<file path="config.mk">
export PLATFORM = sky130hd
export DESIGN_NAME = erpd_div_cell
export DESIGN_NICKNAME = d
export VERILOG_FILES = /design/src/rtl/core/erpd_pkg.sv /design/src/rtl/core/erpd_div_cell.sv
export SDC_FILE = /design/constraint.sdc
export NUM_CORES = 1
export LEC_CHECK = 0
export ABC_CLOCK_PERIOD_IN_PS = 3350
export BUFFER_PORTS_ARGS = -buffer_cell sky130_fd_sc_hd__buf_2
export CAP_MARGIN = 10
export CORE_MARGIN = 4
export CORE_UTILIZATION = 35
export CTS_CLUSTER_SIZE = 40
export DETAILED_ROUTE_END_ITERATION = 10
export HOLD_SLACK_MARGIN = 0.03
export PLACE_DENSITY = 0.64
export SLEW_MARGIN = 30
export SYNTH_ARGS = -nofsm -noshare
export SYNTH_HDL_FRONTEND = slang
export SYNTH_SLANG_ARGS = --single-unit
export TNS_END_PERCENT = 10
</file>
<file path="constraint.sdc">
create_clock -name clk_i -period 3.35 [get_ports clk_i]
set_clock_uncertainty 0.05 [all_clocks]
set_input_delay 0.67 -clock clk_i [delete_from_list [all_inputs] [get_ports clk_i]]
set_output_delay 0.67 -clock clk_i [all_outputs]
set_load 0.1 [all_outputs]
</file>
<file path="src/rtl/core/erpd_pkg.sv">
// Shared widths, data types and step functions for the ellipse radial distance pipeline.
`default_nettype none
package erpd_pkg;

  localparam int COORD_BITS = 16;
  localparam int FRAC_BITS  = 16;
  localparam int RAD_BITS   = 15;

  // Offsets, magnitudes and the result.
  localparam int DW    = COORD_BITS + 1;
  localparam int AW    = COORD_BITS;
  localparam int OUT_W = COORD_BITS + 1;

  // Sum of squares, weighted sum and the root widths.
  localparam int S_W    = 2 * AW + 1;
  localparam int R2_W   = 2 * RAD_BITS + 2 * AW + 1;
  localparam int ROOT_W = (R2_W + 2 * FRAC_BITS + 1) / 2;
  localparam int RAD_W  = 2 * ROOT_W;
  localparam int REM_W  = ROOT_W + 2;
  localparam int L_W    = (S_W + 2 * FRAC_BITS + 1) / 2;
  localparam int ABQ_W  = 2 * RAD_BITS + FRAC_BITS;

  // Quotient of the ratio and the final product.
  localparam int Q_W    = RAD_BITS + FRAC_BITS + 2;
  localparam int DVD_W  = ROOT_W + FRAC_BITS;
  localparam int PROD_W = Q_W + L_W;

  // Register stages: front end, root cells, numerator, divider cells, multiply, output.
  localparam int FRONT_STG = 4;
  localparam int NSTG      = FRONT_STG + ROOT_W + 1 + Q_W + 2;

  // One bit step of an integer square root.
  typedef struct packed {
    logic [RAD_W-1:0]  rad;
    logic [REM_W-1:0]  rem;
    logic [ROOT_W-1:0] root;
  } sq_t;

  // Data that rides alongside the root cells.
  typedef struct packed {
    logic              special;
    logic [OUT_W-1:0]  sres;
    logic [ABQ_W-1:0]  abq;
  } side_t;

  // One bit step of the restoring divider.
  typedef struct packed {
    logic [ROOT_W-1:0] rem;
    logic [Q_W-1:0]    low;
    logic [Q_W-1:0]    quo;
    logic [ROOT_W-1:0] d;
  } dv_t;

  // Data that rides alongside the divider cells.
  typedef struct packed {
    logic              special;
    logic [OUT_W-1:0]  sres;
    logic [L_W-1:0]    lq;
    logic              rzero;
  } dside_t;

  // Bring down two radicand bits and decide one root bit.
  function automatic sq_t sq_step(sq_t x);
    logic [REM_W+1:0] rs;
    logic [REM_W+1:0] t;
    sq_t              y;
    rs    = {x.rem, x.rad[RAD_W-1 -: 2]};
    t     = {2'b00, x.root, 2'b01};
    y.rad = {x.rad[RAD_W-3:0], 2'b00};
    if (rs >= t) begin
      y.rem  = REM_W'(rs - t);
      y.root = {x.root[ROOT_W-2:0], 1'b1};
    end else begin
      y.rem  = rs[REM_W-1:0];
      y.root = {x.root[ROOT_W-2:0], 1'b0};
    end
    return y;
  endfunction

  // Bring down one dividend bit and decide one quotient bit.
  function automatic dv_t dv_step(dv_t x);
    logic [ROOT_W:0] rs;
    dv_t             y;
    rs    = {x.rem, x.low[Q_W-1]};
    y.low = {x.low[Q_W-2:0], 1'b0};
    y.d   = x.d;
    if (rs >= {1'b0, x.d}) begin
      y.rem = ROOT_W'(rs - {1'b0, x.d});
      y.quo = {x.quo[Q_W-2:0], 1'b1};
    end else begin
      y.rem = rs[ROOT_W-1:0];
      y.quo = {x.quo[Q_W-2:0], 1'b0};
    end
    return y;
  endfunction

endpackage
`default_nettype wire

</file>
<file path="src/rtl/core/erpd_div_cell.sv">
// One cell of the divider chain: a quotient bit per cycle while enabled.
`default_nettype none
module erpd_div_cell (
  input  wire logic             clk_i,
  input  wire logic             en_i,
  input  wire erpd_pkg::dv_t    dv_i,
  input  wire erpd_pkg::dside_t side_i,
  output erpd_pkg::dv_t         dv_o,
  output erpd_pkg::dside_t      side_o
);

  // Trial subtract and pass the side data on.
  always_ff @(posedge clk_i) begin
    if (en_i) begin
      dv_o   <= erpd_pkg::dv_step(dv_i);
      side_o <= side_i;
    end
  end

endmodule
`default_nettype wire

</file>
After elaboration in Yosys (flattened, before gate mapping)
Cells that the tools add are included.

storage, ports and cells
  register bits after elaboration = 213
  bits in latches = 0
  bits in writable memories = 0
  memory bits (read-only) = 0
  input port bits = 216
  output and inout port bits = 214
  word-level logic and storage cells = 12
  memories = 0

cells by class
  $add $sub $neg = 1
  $mul = 0
  div/mod/pow operators = 0
  order comparisons = 1
  equal/unequal tests = 0
  shifts and indexed selects = 0
  mux-type cells = 2
  bitwise logic cells = 0
  reductions and logical operators = 0

operator list
  operator                                                        count
  49-bit by 48-bit greater-or-equal comparator with 1-bit output  1
  48-bit 2-to-1 mux                                               1
  48-bit subtractor                                               1
  1-bit 2-to-1 mux                                                1

Depth between registers and ports, before layout
  depth after elaboration = 2
  depth in mapped cells = 14
  gate-level depth less buffers = 12

Worst setup path before layout
Ideal clock, no wire load.

  path type = input to register
  start = input dv_i[10] (netlist name)
  end = register dv_o[143] (netlist name), data pin
  setup time = 0.260 ns
  data arrival time = 3.239 ns
  required time = 3.040 ns
  slack = -0.199 ns
  stages on the path = 13
  path buffers = 2
  cell sequence = inv_1 ha_1 a21o_1 a21oi_1 o22ai_1 nor4_2 nor2_1 a32o_1 o31a_1 a31o_1 buf_6 buf_6 mux2_4

on the way
  longest elaborated chain between the ends = 2
  elaborated cells between the ends (all ways) = 3
  those cells by class = add/sub (1); order compare (1); mux (1)

ends and longest elaborated chain
  what                                                                                                        line                            RTL
  start, declared                                                                                             erpd_div_cell.sv:6              input wire erpd_pkg::dv_t dv_i,
  48-bit subtractor / 49-bit by 48-bit greater-or-equal comparator with 1-bit output (equally long branches)  erpd_pkg.sv:88, erpd_pkg.sv:87
  48-bit 2-to-1 mux *                                                                                         erpd_pkg.sv:87                  if (rs >= {1'b0, x.d}) begin
  end signal, assigned                                                                                        erpd_div_cell.sv:15             dv_o <= erpd_pkg::dv_step(dv_i);
  end, declared                                                                                               erpd_div_cell.sv:8              output erpd_pkg::dv_t dv_o,

Every way passes the cells marked *; elsewhere a longest branch is shown, timed or not.
A chain may end at the register's enable or synchronous reset.

Final worst setup path
  start = input dv_i[0] (netlist name)
  end = register dv_o[144] (netlist name), data pin

Same word-level chain as after synthesis.

==> results.py <==
metrics = {
    "status": {
        "status": "complete, no violations",
    },
    "power_and_ir_drop": {
        "p_per_area_nw_per_um2": 638.2,
        "combPwrFrac_pct": 36.2,
        "ir_drop_v": 0.0004360,
        "p_total_mw": 9.219,
        "cellLeakagePower_nw": 6.538,
        "p_seq_share_pct": 35.8,
        "power.internal_mw": 5.539,
        "swShare_pct": 39.91,
        "p_switching_mw": 3.679,
        "pwr-share-clk_pct": 28.0,
    },
    "sta": {
        "slew_violations": 0,
        "timing.hold.ws_ps": 282.2,
        "final_hold_viol_count": 0,
        "maxSlewHeadroom_pct": 62.70,
        "min_period_over_period_pct": 95.83,
        "clock.fmax_ghz": 0.3115,
        "tightest_slew_ps": 553.6,
        "setup_viol": 0,
        "tns_ps": 0,
        "finalWorstSetupSlack_ps": 139.8,
        "period_needed_ps": 3210,
        "rsz0062_at_grt": "false",
    },
    "synthesis": {
        "synth-seq-area-share_pct": 63.31,
        "synth_ff_type": "edfxtp_1",
        "async_reset_ff_share_pct": 0,
        "yosysUniqueCellTypes": 60,
        "synth_nets": 1011,
        "ys.warnings.count": 0,
        "synth_area_um2": 10100,
        "synth_edf_count": 213,
        "syn_area_per_cell_um2": 13.54,
        "synthCells": 746,
        "ys_ff_latch": 213,
    },
    "layout": {
        "area_growth_pct": 42.98,
        "finalNonFillerCells": 1694,
        "final_cell_mix": "buf_2, edfxtp_1, buf_4",
        "final_common_cell": "buf_2",
        "multi_input_area_um2": 3482,
        "fin_area_um2": 14440,
        "utilization_pct": 51.29,
        "nets": 1561,
        "ff_latch_area_um2": 6396,
        "drive_gt1_share_pct": 49.31,
        "filler_cell_count": 2471,
    },
    "global_route": {
        "grt.met1_usage_pct": 22.05,
        "met3_usage_pct": 6.455,
        "antenna_found_initial": 10,
        "grt_pass1_vias": 8268,
        "use_met2_pct": 33.45,
        "grt_usage_pct": 18.84,
        "gr-total-overflow": 0,
        "top_usage_layer": "met2",
        "grt_max_degree": 62,
        "grt_pass1_wl_mm": 46.46,
    },
    "clocking": {
        "clk_pin_slew_worst_paths_ps": 60,
        "cts_tree": "built",
        "cts_buffers": 25,
        "h-tree-depth": 1,
        "cts_max_path_buffers": 3,
        "postCtsHoldBufs": 0,
        "cts-root-buf": "clkbuf_16",
        "clkSinkCount": 213,
    },
    "die": {
        "die_y_um": 177.9,
        "die-area_um2": 31640,
        "initial_utilization_pct": 35.87,
        "coreArea_um2": 28160,
        "ios": 430,
        "die_x_um": 177.9,
        "num_rows": 61,
    },
    "drt": {
        "drt_iter0_drc": 469,
        "dr.pass1.iters": 5,
        "wl_per_cell_um": 18.77,
        "antenna_left": 0,
        "drt-total-wl_mm": 31.80,
        "drt-vias-per-instance": 4.823,
        "vias": 8171,
        "drc_errors": 0,
    },
    "place": {
        "dpl_cell_area_um2": 13640,
        "hpwlAfterDp_mm": 25.69,
        "dpl.cell_count": 1647,
        "pre_cts_ws_ps": -457.7,
        "gp_congestion": 0.8725,
        "port-buffer-count": 427,
    },
    "worst_setup_path": {
        "arrival_ps": 3430,
        "critPathMaxFanout": 5,
        "endpoint_kind": "flop",
        "critical_path_required_ps": 3570,
        "start_kind": "input port",
        "path_class": "input port to flop",
    },
    "min_path": {
        "min_path_type": "input port to flop",
    },
    "job": {
        "drv_cap": 0,
    },
}
## Yosys cell counts, types with 4 or more instances
master,count,area share (%)
ha_1,48,5.9
nand2b_1,6,0.37
o211ai_1,8,0.59
nand3_1,13,0.64
nand2_1,32,1.2
nor3_1,17,0.84
inv_1,70,2.6
clkbuf_1,10,0.37
xnor2_1,26,2.3
mux2i_1,5,0.50
nor2_1,30,1.1
nor2b_1,4,0.25
mux2_4,15,2.2
o31a_1,4,0.35
o21ai_0,26,1.3
and3_1,10,0.62
o21bai_1,10,0.74
o31ai_1,5,0.37
or3_1,4,0.25
a21oi_1,54,2.7
edfxtp_1,213,63
xor2_1,10,0.87
a31oi_1,6,0.37
a21o_1,22,1.6
o21a_1,6,0.45
a31o_2,4,0.35
nand4_1,11,0.68
mux2_2,28,3.1
## critical path, stage by stage
cell and delay, ps:
buf_2 100, ha_1 230, fa_1 400, nor2b_1 180, o31a_1 190, nor3_1 80, o21ai_1 250, a31oi_2 210
o21ai_0 500, a21oi_1 190, xnor2_1 160, mux2_4 250
## power groups by stage
stage,registers [mW],logic [mW],clock network [mW]
final,3.30,3.33,2.58
after floorplan,5.23,0.672,0
after CTS,3.31,3.35,2.65
after detailed placement,3.36,3.34,0
after global placement,3.35,3.32,0
after global routing,3.32,3.49,2.78
## flip-flops by register name, summed over array words and instances (netlist names)
signal and cells:
side_o 52, dv_o 161
## area by class of cell
cell class	instances	share of cell area, %
Timing Repair Buffer	540	21.08
Sequential cell	213	44.28
Clock inverter	15	0.9529
Inverter	70	1.819
Multi-Input combinational cell	446	24.11
Tap cell	378	3.274
Antenna cell	4	0.06930
Clock buffer	28	4.409
## cell families after synthesis
group	synth area share, %
AOI/OAI and AO/OA	11.13
xor gates and xnor gates	3.121
adders and majority gates	6.143
buffers and inverters	3.530
DFF	63.31
muxes	5.846
other	0.03712
and+or+nand+nor	6.874
## per-layer routing
metal	up-vias	routed length [um]
li1	3923	-
met2	330	15830
met3	56	3155
met4	12	588
met5	-	82
met1	3850	12140
## path summary, 6_finish.rpt
check | start | slack, ps | depth (start not counted) | to
max | dv_i[0] | 140 | 12 | dv_o[144]
min | side_i[4] | 280 | 1 | side_o[4]
## repair_timing
action                                  CTS  global route
buffers inserted                          0             0
endpoints found under the setup margin    0            30
resized for setup                         0             2
No activity file was read; power rests on OpenSTA's default activity.
