<file path="src/rtl/core/erpd_pkg.sv">
// Shared widths, data types and step functions for the ellipse radial distance pipeline.
`default_nettype none
package erpd_pkg;

  localparam int COORD_BITS = 16;
  localparam int FRAC_BITS  = 16;
  localparam int RAD_BITS   = 15;

  // Offsets, magnitudes and the result.
  localparam int DW    = COORD_BITS + 1;
  localparam int AW    = COORD_BITS;
  localparam int OUT_W = COORD_BITS + 1;

  // Sum of squares, weighted sum and the root widths.
  localparam int S_W    = 2 * AW + 1;
  localparam int R2_W   = 2 * RAD_BITS + 2 * AW + 1;
  localparam int ROOT_W = (R2_W + 2 * FRAC_BITS + 1) / 2;
  localparam int RAD_W  = 2 * ROOT_W;
  localparam int REM_W  = ROOT_W + 2;
  localparam int L_W    = (S_W + 2 * FRAC_BITS + 1) / 2;
  localparam int ABQ_W  = 2 * RAD_BITS + FRAC_BITS;

  // Quotient of the ratio and the final product.
  localparam int Q_W    = RAD_BITS + FRAC_BITS + 2;
  localparam int DVD_W  = ROOT_W + FRAC_BITS;
  localparam int PROD_W = Q_W + L_W;

  // Register stages: front end, root cells, numerator, divider cells, multiply, output.
  localparam int FRONT_STG = 4;
  localparam int NSTG      = FRONT_STG + ROOT_W + 1 + Q_W + 2;

  // One bit step of an integer square root.
  typedef struct packed {
    logic [RAD_W-1:0]  rad;
    logic [REM_W-1:0]  rem;
    logic [ROOT_W-1:0] root;
  } sq_t;

  // Data that rides alongside the root cells.
  typedef struct packed {
    logic              special;
    logic [OUT_W-1:0]  sres;
    logic [ABQ_W-1:0]  abq;
  } side_t;

  // One bit step of the restoring divider.
  typedef struct packed {
    logic [ROOT_W-1:0] rem;
    logic [Q_W-1:0]    low;
    logic [Q_W-1:0]    quo;
    logic [ROOT_W-1:0] d;
  } dv_t;

  // Data that rides alongside the divider cells.
  typedef struct packed {
    logic              special;
    logic [OUT_W-1:0]  sres;
    logic [L_W-1:0]    lq;
    logic              rzero;
  } dside_t;

  // Bring down two radicand bits and decide one root bit.
  function automatic sq_t sq_step(sq_t x);
    logic [REM_W+1:0] rs;
    logic [REM_W+1:0] t;
    sq_t              y;
    rs    = {x.rem, x.rad[RAD_W-1 -: 2]};
    t     = {2'b00, x.root, 2'b01};
    y.rad = {x.rad[RAD_W-3:0], 2'b00};
    if (rs >= t) begin
      y.rem  = REM_W'(rs - t);
      y.root = {x.root[ROOT_W-2:0], 1'b1};
    end else begin
      y.rem  = rs[REM_W-1:0];
      y.root = {x.root[ROOT_W-2:0], 1'b0};
    end
    return y;
  endfunction

  // Bring down one dividend bit and decide one quotient bit.
  function automatic dv_t dv_step(dv_t x);
    logic [ROOT_W:0] rs;
    dv_t             y;
    rs    = {x.rem, x.low[Q_W-1]};
    y.low = {x.low[Q_W-2:0], 1'b0};
    y.d   = x.d;
    if (rs >= {1'b0, x.d}) begin
      y.rem = ROOT_W'(rs - {1'b0, x.d});
      y.quo = {x.quo[Q_W-2:0], 1'b1};
    end else begin
      y.rem = rs[ROOT_W-1:0];
      y.quo = {x.quo[Q_W-2:0], 1'b0};
    end
    return y;
  endfunction

endpackage
`default_nettype wire

</file>
<file path="src/rtl/core/erpd_sqrt_cell.sv">
// One cell of the root chain: a bit of both square roots per cycle while enabled.
`default_nettype none
module erpd_sqrt_cell (
  input  wire logic            clk_i,
  input  wire logic            en_i,
  input  wire erpd_pkg::sq_t   l_i,
  input  wire erpd_pkg::sq_t   r_i,
  input  wire erpd_pkg::side_t side_i,
  output erpd_pkg::sq_t        l_o,
  output erpd_pkg::sq_t        r_o,
  output erpd_pkg::side_t      side_o
);

  // Step both roots and pass the side data to the next cell.
  always_ff @(posedge clk_i) begin
    if (en_i) begin
      l_o    <= erpd_pkg::sq_step(l_i);
      r_o    <= erpd_pkg::sq_step(r_i);
      side_o <= side_i;
    end
  end

endmodule
`default_nettype wire

</file>
<file path="config.mk">
export PLATFORM = sky130hd
export DESIGN_NAME = erpd_sqrt_cell
export DESIGN_NICKNAME = d
export VERILOG_FILES = /design/src/rtl/core/erpd_pkg.sv /design/src/rtl/core/erpd_sqrt_cell.sv
export SDC_FILE = /design/constraint.sdc
export NUM_CORES = 1
export LEC_CHECK = 0
export ABC_AREA = 1
export BUFFER_PORTS_ARGS = -buffer_cell sky130_fd_sc_hd__buf_2
export CAP_MARGIN = 10
export CORE_AREA = 2 2 356 358
export CTS_BUF_LIST = sky130_fd_sc_hd__clkbuf_16
export CTS_CLUSTER_DIAMETER = 80
export DETAILED_ROUTE_END_ITERATION = 8
export DIE_AREA = 0 0 358 360
export GPL_ROUTABILITY_DRIVEN = 0
export PLACE_DENSITY = 0.36
export SLEW_MARGIN = 20
export SYNTH_ARGS = -nofsm -noshare
export SYNTH_HDL_FRONTEND = slang
export SYNTH_SLANG_ARGS = --single-unit
</file>
<file path="constraint.sdc">
create_clock -name clk_i -period 4.35 [get_ports clk_i]
set_input_delay 0.87 -clock clk_i [delete_from_list [all_inputs] [get_ports clk_i]]
set_output_delay 0.87 -clock clk_i [all_outputs]
set_load 0.02 [all_outputs]
</file>
After elaboration in Yosys (flattened, before gate mapping)

Index checks and enable logic that the tools add are counted.

Register bits: 448
Input bits: 454
Output and inout bits: 452
Word-level logic and storage cells: 15

Add/sub/neg operators: 2
Order comparisons: 2
Multiplexer cells: 2

Operator list:

| kind             | number |
|---|---|
| $mux W98         | 2 |
| $ge A52 B50 Y1   | 2 |
| $sub A50 B50 Y50 | 2 |

Depth between registers and ports, before layout

Gate-level depths: netlist of run 1.

Word-level depth: 2
Mapped depth: 16
Depth with buffers taken out: 16

Worst setup path before layout of run 1

OpenSTA, ideal clock, no wires.

Path type: input -> register
From: in r_i[13] (netlist bit)
To: reg r_o[91] (netlist bit) (data pin)
Setup time: 0.253 ns
Arrival: 2.456 ns
Data required time: 4.097 ns
Setup slack: 1.641 ns
Stages on the path: 15
Path buffers: 2
Cell sequence: inv_1 -> ha_1 -> nand2_1 -> inv_1 -> nand2_1 -> nand2_1 -> nand2_1 -> nand2_1 -> nand3b_2 -> nand2_2 -> nand3_2 -> buf_8 -> buf_6 -> nand3_1 -> nand2_1

Cells in the longest elaborated chain, start to end: 2
Elaborated cells between the ends (all ways): 3
Those cells by class: add/sub (1); order compare (1); mux (1)

RTL lines:

| element                                                   | RTL line                       | RTL |
|---|---|---|
| start, declared                                           | erpd_sqrt_cell.sv:7            | `input wire erpd_pkg::sq_t r_i,` |
| $sub A50 B50 Y50 / $ge A52 B50 Y1 (equally long branches) | erpd_pkg.sv:71, erpd_pkg.sv:70 |  |
| $mux W98 *                                                | erpd_pkg.sv:70                 | `if (rs >= t) begin` |
| end signal, assigned                                      | erpd_sqrt_cell.sv:18           | `r_o <= erpd_pkg::sq_step(r_i);` |
| end, declared                                             | erpd_sqrt_cell.sv:10           | `output erpd_pkg::sq_t r_o,` |

Mark *: on every way between the ends. The rest lies on a longest branch, timed or not.
A chain may end at the register's enable or synchronous reset.

Worst setup path after layout of run 1

From: in l_i[29] (netlist bit)
To: reg l_o[57] (netlist bit) (data pin)

Cells in the longest elaborated chain, start to end: 2

RTL lines:

| element              | RTL line             | RTL |
|---|---|---|
| start, declared      | erpd_sqrt_cell.sv:6  | `input wire erpd_pkg::sq_t l_i,` |
| $ge A52 B50 Y1       | erpd_pkg.sv:70       |  |
| $mux W98             | erpd_pkg.sv:70       |  |
| end signal, assigned | erpd_sqrt_cell.sv:17 | `l_o <= erpd_pkg::sq_step(l_i);` |
| end, declared        | erpd_sqrt_cell.sv:9  | `output erpd_pkg::sq_t l_o,` |

Every way passes these cells.

==> summary.txt, run 1 <==
Outcome
  • Status: complete, no violations

Synth
  • Cell taking the most area after synthesis: edfxtp_1
  • Seq/Total Area, Yosys: 55.73%
  • YS warnings: 0
  • Yosys reg bits: 448
  • Syn Area/Cell: 8.931 µm²
  • Share of flip-flops with an asynchronous set or reset: 0%
  • Most numerous cell in the Yosys netlist: nand2_1
  • Syn Inst Count: 2,703
  • Commonest cells post-synth: 927 x nand2_1, 556 x inv_1, 448 x edfxtp_1
  • Mapped Area: 0.02414 mm²
  • Netlist cell types: 38
  • Area share of the largest cell type after synthesis: between 50% and 60%
  • Largest cells by area after synthesis: edfxtp_1 56%, nand2_1 14%, inv_1 8.6%, ha_1 5.2%, nor2_1 2.4%
  • EDFF count, synth: 448
  • Main synth FF type: edfxtp_1

Routing
  • Residual DRC: 0
  • ANT nets after route: 0
  • Wirelength per Cell: 20.34 µm
  • Wl on met1: 51,070 µm
  • Total number of vias: ~21,000
  • Max layer used: met5
  • Routed Wire Length: 109,100 µm
  • Met3 wire len: 7963 µm
  • Vias/cell: 3.941
  • Initial DRC count: 1,542
  • DRT Pass-1 Iters: 5
  • WL met2: 48,420 µm

Cells and area
  • Share of post-route cells with drive strength above 1: 29.48%
  • Area grow syn2layout: 35.50%
  • Final std cells w/o fill: 5,363
  • Final #Nets: 4,218

CTS
  • Resized Gates After CTS: 0
  • Root buf cell: clkbuf_16
  • Clock sinks: ~450
  • Clock Path Buffers: 3
  • TritonCTS clock tree: built
  • TritonCTS Buffers: 58
  • Worst-path clk slew: 60 ps
  • Post-CTS Setup Bufs: 0
  • Cts-stage hold buffer count: 0
  • Htree depth: 2

Timing
  • Max-Slew Margin vs Limit: 34.07%
  • Period utilization: 74.60%
  • Finish-stage setup viols: 0
  • Fin. Hold Viols: 0
  • Setup_tns: 0 ps
  • Final min period: ~3200 ps
  • Max Freq: just over 0.3 GHz
  • Worst Tran Pin Value: 986.7 ps
  • Slew Viols, Final: 0
  • RSZ-0062 raised after global routing: no

Placed design
  • Port Buffers: between 900 and 1,000
  • Detail Placement HPWL: 92,140 µm
  • Placed Cells incl. Taps: 5,254

Global routing
  • Largest net degree at the start of global routing: 80
  • Initial antenna violation count: 24
  • Number of global-route vias before repair: 21,030
  • First-pass GRT wire length: 152,500 µm
  • Total grt overflow: 0
  • All-Layer GR Usage: 16.26%

Floorplanning
  • Die span in y: 360 µm
  • Total core area: 0.1249 mm²
  • Die area: 0.1289 mm²
  • Num rows: 130
  • Die W: 358 µm
  • IO Pins: between 900 and 1,000
  • Initial core utilization: around a fifth

Min path
  • Hold Path Stages: 1
  • Hold_sp: side_i[63]
  • Min-Delay Endpoint: side_o[63]
  • Hold crit path type: primary input to flip-flop

Worst setup path
  • Critical Path AT: 3640 ps
  • Critical path peak fanout: 50
  • Crit path kind: primary input to flip-flop
  • Crit end category: flip-flop
  • CP startpoint kind: primary input
  • Critical Path RT: 4750 ps

Pwr
  • Pint: 0.008862 W
  • Pwr/cell area: 399.1 mW/mm²
  • Sw Pwr: 0.004192 W
  • Seq pwr share: 41.2%
  • Peak VDD IR: approximately 0.28 mV
  • Clock power share: 36.5%
  • Static Leakage: about 16 nW
  • Sw frac: between 30% and 40%
  • Combinational power share: ~22%

Job
  • # Max-Cap Violations: 0
==> through the flow <==
stage	area (µm²)	utilization, %	hold slack, ps	total power [W]	setup WS (ps)
after floorplan	24150	-	968.9	0.007061	1641
after global placement	30820	24.68	1047	0.008435	379.0
after detailed placement	30820	24.68	1048	0.008421	388.9
after CTS	32710	26.18	312.2	0.01331	1102
after global routing	32710	26.18	330.1	0.01373	794.8
final	32710	26.19	378.9	0.01305	1105
==> how the worst max path moves through the flow <==
stage          startpoint      end  cells past startpoint
2_1_floorplan     r_i[13]  r_o[91]                     15
3_3_place_gp      l_i[29]  l_o[73]                     16
3_5_place_dp      l_i[29]  l_o[66]                     16
4_1_cts           l_i[29]  l_o[72]                     16
5_1_grt           l_i[29]  l_o[56]                     16
6_report          l_i[29]  l_o[57]                     16
==> cell families (layout without fill, tap and decap cells) <==
group / after synthesis / count (layout) / share of synthesized area [%]
other: 1 / 6 / 0.01553
DFF: 448 / 448 / 55.73
xor gates and xnor gates: 56 / 56 / 2.032
AOI/OAI and AO/OA: 131 / 131 / 2.954
and+or+nand+nor: 1353 / 1353 / 24.11
buffers and inverters: 614 / 1619 / 9.977
adders and majority gates: 100 / 100 / 5.183
==> per-layer routing <==
metal | global-route usage (%) | vias to the layer above
met1 | 22.52 | 9780
met4 | 2.642 | 16
met3 | 4.086 | 110
met2 | 25.76 | 706
li1 | - | 10530
met5 | 0 | -
==> power by group through the flow <==
stage / clock network (W) / registers (W) / logic [W]
final: 0.00476 / 0.00537 / 0.00292
after global routing: 0.00510 / 0.00541 / 0.00321
after CTS: 0.00496 / 0.00538 / 0.00297
after detailed placement: 0 / 0.00546 / 0.00296
after global placement: 0 / 0.00546 / 0.00297
after floorplan: 0 / 0.00600 / 0.00106
==> cells in the final DEF, fill, tap and decap left out, types with 10 or more instances in the layout <==
cell       netlist  final
a21oi_1         56     56
buf_2            8    900
buf_4            4     22
clkbuf_16        0     59
clkinv_1         2     13
clkinv_2         0     12
edfxtp_1       448    448
ha_1           100    100
inv_1          556    564
inv_2           24     24
nand2_1        927    927
nand3_1         91     91
nand3_2         13     12
nand3b_1        34     34
nand4_1         68     68
nor2_1         155    155
nor2_2          16     16
nor3_1          16     16
o21ai_0         48     48
o21ai_1         10     10
o21bai_1        10     10
xor2_1          54     54
==> flip-flops by register name (all words and copies together), names as in the netlist <==
| signal | flops |
|---|---|
| l_o | 192 |
| r_o | 192 |
| side_o | 64 |
==> critical path, stage by stage <==
cell,delay [ps]
buf_2,130
inv_1,100
ha_1,370
nand2_1,140
inv_1,50
nand2_1,60
nand2_1,80
nand2_1,80
nand2_1,80
inv_1,60
nand2_1,110
a21oi_4,800
nand3_4,120
buf_4,300
nand2_1,130
o21ai_0,80
==> area by class of cell <==
class                      count  area (µm²)
tap                         1650        2064
antenna                        2       5.005
sequential                   448       13450
multi-input combinational   1644        8298
inverter                     582        2185
timing repair buffer         930        4825
clock buffer                  59        1476
fill                       13830       92210
clock inverter                48       405.4
Power figures use the tool's default switching activity.
==> run 2: changes to the inputs <==
--- a/config.mk
+++ b/config.mk
@@ -5,16 +5,16 @@
 export SDC_FILE = /design/constraint.sdc
 export NUM_CORES = 1
 export LEC_CHECK = 0
-export ABC_AREA = 1
+export ABC_AREA = 0
 export BUFFER_PORTS_ARGS = -buffer_cell sky130_fd_sc_hd__buf_2
 export CAP_MARGIN = 10
-export CORE_AREA = 2 2 356 358
+export CORE_AREA = 2 2 351 353
 export CTS_BUF_LIST = sky130_fd_sc_hd__clkbuf_16
 export CTS_CLUSTER_DIAMETER = 80
 export DETAILED_ROUTE_END_ITERATION = 8
-export DIE_AREA = 0 0 358 360
+export DIE_AREA = 0 0 353 355
 export GPL_ROUTABILITY_DRIVEN = 0
-export PLACE_DENSITY = 0.36
+export PLACE_DENSITY = 0.34
 export SLEW_MARGIN = 20
 export SYNTH_ARGS = -nofsm -noshare
 export SYNTH_HDL_FRONTEND = slang
==> constraint.sdc (replaced) <==
create_clock -name clk_i -period 3.1 [get_ports clk_i]
set_input_delay 0.62 -clock clk_i [delete_from_list [all_inputs] [get_ports clk_i]]
set_output_delay 0.62 -clock clk_i [all_outputs]
set_load 0.02 [all_outputs]
==> run 2 against run 1 <==
Against the previous run:
- total power rose by 46%
- global-route usage fell by 2.7 points
- hold slack got worse by 250 ps
- cell area rose by 0.92%
- highest routed layer unchanged
==> summary.txt, run 2 <==
Outcome
  • Status: complete, no violations

Pwr
  • Clock power share: a little over a third
  • Static Leakage: 14.63 nW
  • Pwr/cell area: 577.2 mW/mm²
  • Sw frac: 29.42%
  • Combinational power share: 23.8%
  • Sw Pwr: 0.005605 W
  • Seq pwr share: around two fifths
  • Pint: roughly 0.013 W
  • Peak VDD IR: 0.3942 mV

Synth
  • Cell taking the most area after synthesis: edfxtp_1
  • Main synth FF type: edfxtp_1
  • Netlist cell types: 70
  • Seq/Total Area, Yosys: roughly two thirds
  • Mapped Area: 0.02076 mm²
  • Largest cells by area after synthesis: edfxtp_1 65%, ha_1 6.0%, mux2_4 3.3%, a21oi_1 2.8%, o21ai_0 2.4%
  • Largest family of logic cells by synthesized area: compound AO/OA/AOI/OAI gates
  • Synth Area in Compound Gates: 11.51%
  • Commonest cells post-synth: 448 x edfxtp_1, 123 x nand2_1, 118 x inv_1
  • Simple-gate portion of the synthesized area: ~6.8%
  • YS warnings: 0
  • Most numerous cell in the Yosys netlist: edfxtp_1
  • Syn Area/Cell: 13.48 µm²
  • Share of flip-flops with an asynchronous set or reset: 0%
  • Syn Inst Count: around 1,500
  • EDFF count, synth: 448
  • Area share of the largest cell type after synthesis: around two thirds
  • Xor/xnor share of the synthesized area: 3.839%
  • Post-synthesis mux area share: under 10%
  • Post-Synth Adder-Cell Area: roughly 6%
  • Yosys reg bits: 448

Worst setup path
  • Crit path buf inv count: 5
  • Crit end category: flip-flop
  • Cell breakdown of the critical path: buf_2 > inv_2 > ha_4 > a21o_1 > a211oi_2 > or3_4 > a311oi_2 > a32oi_1 > buf_4 > and3_4 > a211oi_4 > a41oi_4 > buf_12 > clkbuf_16 > mux2_4
  • Crit path kind: primary input to flip-flop
  • Crit path depth: 15
  • Critical Path AT: 3480 ps
  • CP startpoint kind: primary input
  • Critical path's top delay family: compound AO/OA/AOI/OAI gates
  • Worst path slowest cell: or3_4
  • Critical path peak fanout: 7
  • End of the critical path: r_o[62]
  • Critical Path RT: 3510 ps
  • Launch point of the worst path: r_i[11]
  • Max stage delay on crit path: roughly 370 ps

Floorplanning
  • Die area: about 0.13 mm²
  • Num rows: 128
  • Die span in y: 355 µm
  • IO Pins: around 910
  • Initial core utilization: 17.10%
  • Die W: 353 µm
  • Total core area: 0.1214 mm²

CTS
  • Clock Path Buffers: 3
  • TritonCTS Buffers: just under 60
  • Cts-stage hold buffer count: 0
  • Clock sinks: around 450
  • TritonCTS clock tree: built
  • Worst-path clk slew: 60 ps
  • Htree depth: 2
  • Root buf cell: clkbuf_16

Global routing
  • Initial antenna violation count: 32
  • First-pass GRT wire length: approximately 130,000 µm
  • All-Layer GR Usage: 13.56%
  • Number of global-route vias before repair: 19,480
  • Total grt overflow: 0
  • Largest net degree at the start of global routing: 75

Routing
  • Met3 wire len: between 7000 and 8000 µm
  • Wirelength per Cell: 19.42 µm
  • WL met2: 46,930 µm
  • Routed Wire Length: 89,110 µm
  • Initial DRC count: 809
  • DRT Pass-1 Iters: 7
  • Residual DRC: 0
  • Wl on met1: 32,810 µm
  • ANT nets after route: 0
  • Vias/cell: 3.888
  • Total number of vias: 17,840
  • Max layer used: met5

Placed design
  • DP Area: approximately 0.031 mm²
  • Port Buffers: 901
  • Detail Placement HPWL: 74,180 µm

Cells and area
  • Most frequent cells in the layout: 900 x buf_2, 448 x edfxtp_1, 437 x buf_4
  • Fin area: around 0.033 mm²
  • Largest registers: l_o (192), r_o (192), side_o (64)
  • Area grow syn2layout: 59.03%
  • Commonest non-fill, non-tap cell in the layout: buf_2
  • Share of post-route cells with drive strength above 1: 52.76%
  • Final #Nets: around 3,500

Timing
  • Period utilization: 98.94%
  • Hold_ws: 133.2 ps
  • Final min period: 3067 ps
  • Finish-stage setup viols: 0
  • Slew Viols, Final: 0
  • RSZ-0062 raised after global routing: yes
  • Fin. Hold Viols: 0
  • Max Freq: between 0.3 and 0.4 GHz
  • Max-Slew Margin vs Limit: 40.84%
  • Worst Tran Pin Value: 887.5 ps

Min path
  • Hold Path Stages: 1
  • Hold crit path type: primary input to flip-flop

Job
  • # Max-Cap Violations: 0
==> run 2: changes by cell type in the layout (fill, tap and decap cells not counted), moves of 42 or more <==
cell and delta:
nand3_1 -72, nor2_1 -101, xnor2_1 +48, a21oi_1 +57, mux2_4 +48, buf_4 +415, nand2_1 -804, nand4_1 -42
inv_1 -447, o21ai_0 +46
==> run 2: routing by layer <==
metal,vias to the layer above,global-route usage (%)
met5,-,0
met3,131,4.887
met1,8516,14.25
li1,8517,-
met2,646,25.72
met4,28,2.860
==> run 2: power groups by stage <==
stage	Combinational [W]	Sequential (W)	Clock, W
floorplan	0.00144	0.00846	0
global placement	0.00458	0.00770	0
detailed placement	0.00457	0.00769	0
CTS	0.00459	0.00758	0.00724
global route	0.00491	0.00762	0.00744
finish	0.00453	0.00757	0.00695
==> run 2: worst min path at each step <==
stage,slack [ps],end,startpoint
2_1_floorplan,720,l_o[100],l_i[98]
3_3_place_gp,800,l_o[179],l_i[177]
3_5_place_dp,800,r_o[184],r_i[182]
4_1_cts,60,l_o[158],l_i[156]
5_1_grt,80,r_o[170],r_i[168]
6_report,130,side_o[33],side_i[33]
==> run 2: per-stage QoR <==
step,cells,power (W),setup TNS (ps),utilization (%),setup slack [ps]
2_1_floorplan,1543,0.009904,-8118,-,-167.8
3_3_place_gp,4466,0.01227,-54970,25.40,-727.1
3_5_place_dp,4466,0.01226,-60470,25.40,-719.6
4_1_cts,4574,0.01941,0,27.03,12.87
5_1_grt,4582,0.01998,-150.5,27.18,-22.72
6_report,4588,0.01905,0,27.19,33.01
==> run 2: repair_timing <==
item                       in CTS  in global routing
setup buffers                   0                  4
pin swaps                       0                  1
gates cloned                    0                  2
setup endpoints to repair       3                 54
resized for setup               2                 24
==> run 2: cells by family after synthesis <==
kind of cell	after synthesis
buffers and inverters	169
flip-flops	448
AO/OA/AOI/OAI	378
multiplexers	52
XOR/XNOR	91
other	1
AND/OR/NAND/NOR	301
adder cells (fa/ha/maj)	100
==> run 2: final cells by class <==
type	instances	area, µm²
antenna	8	20.02
clock buffer	58	1451
clock inverter	50	513.0
fill	12980	88380
inverter	119	469.2
multi-input combinational	926	6970
sequential	448	13450
tap	1625	2033
timing repair buffer	1354	8103
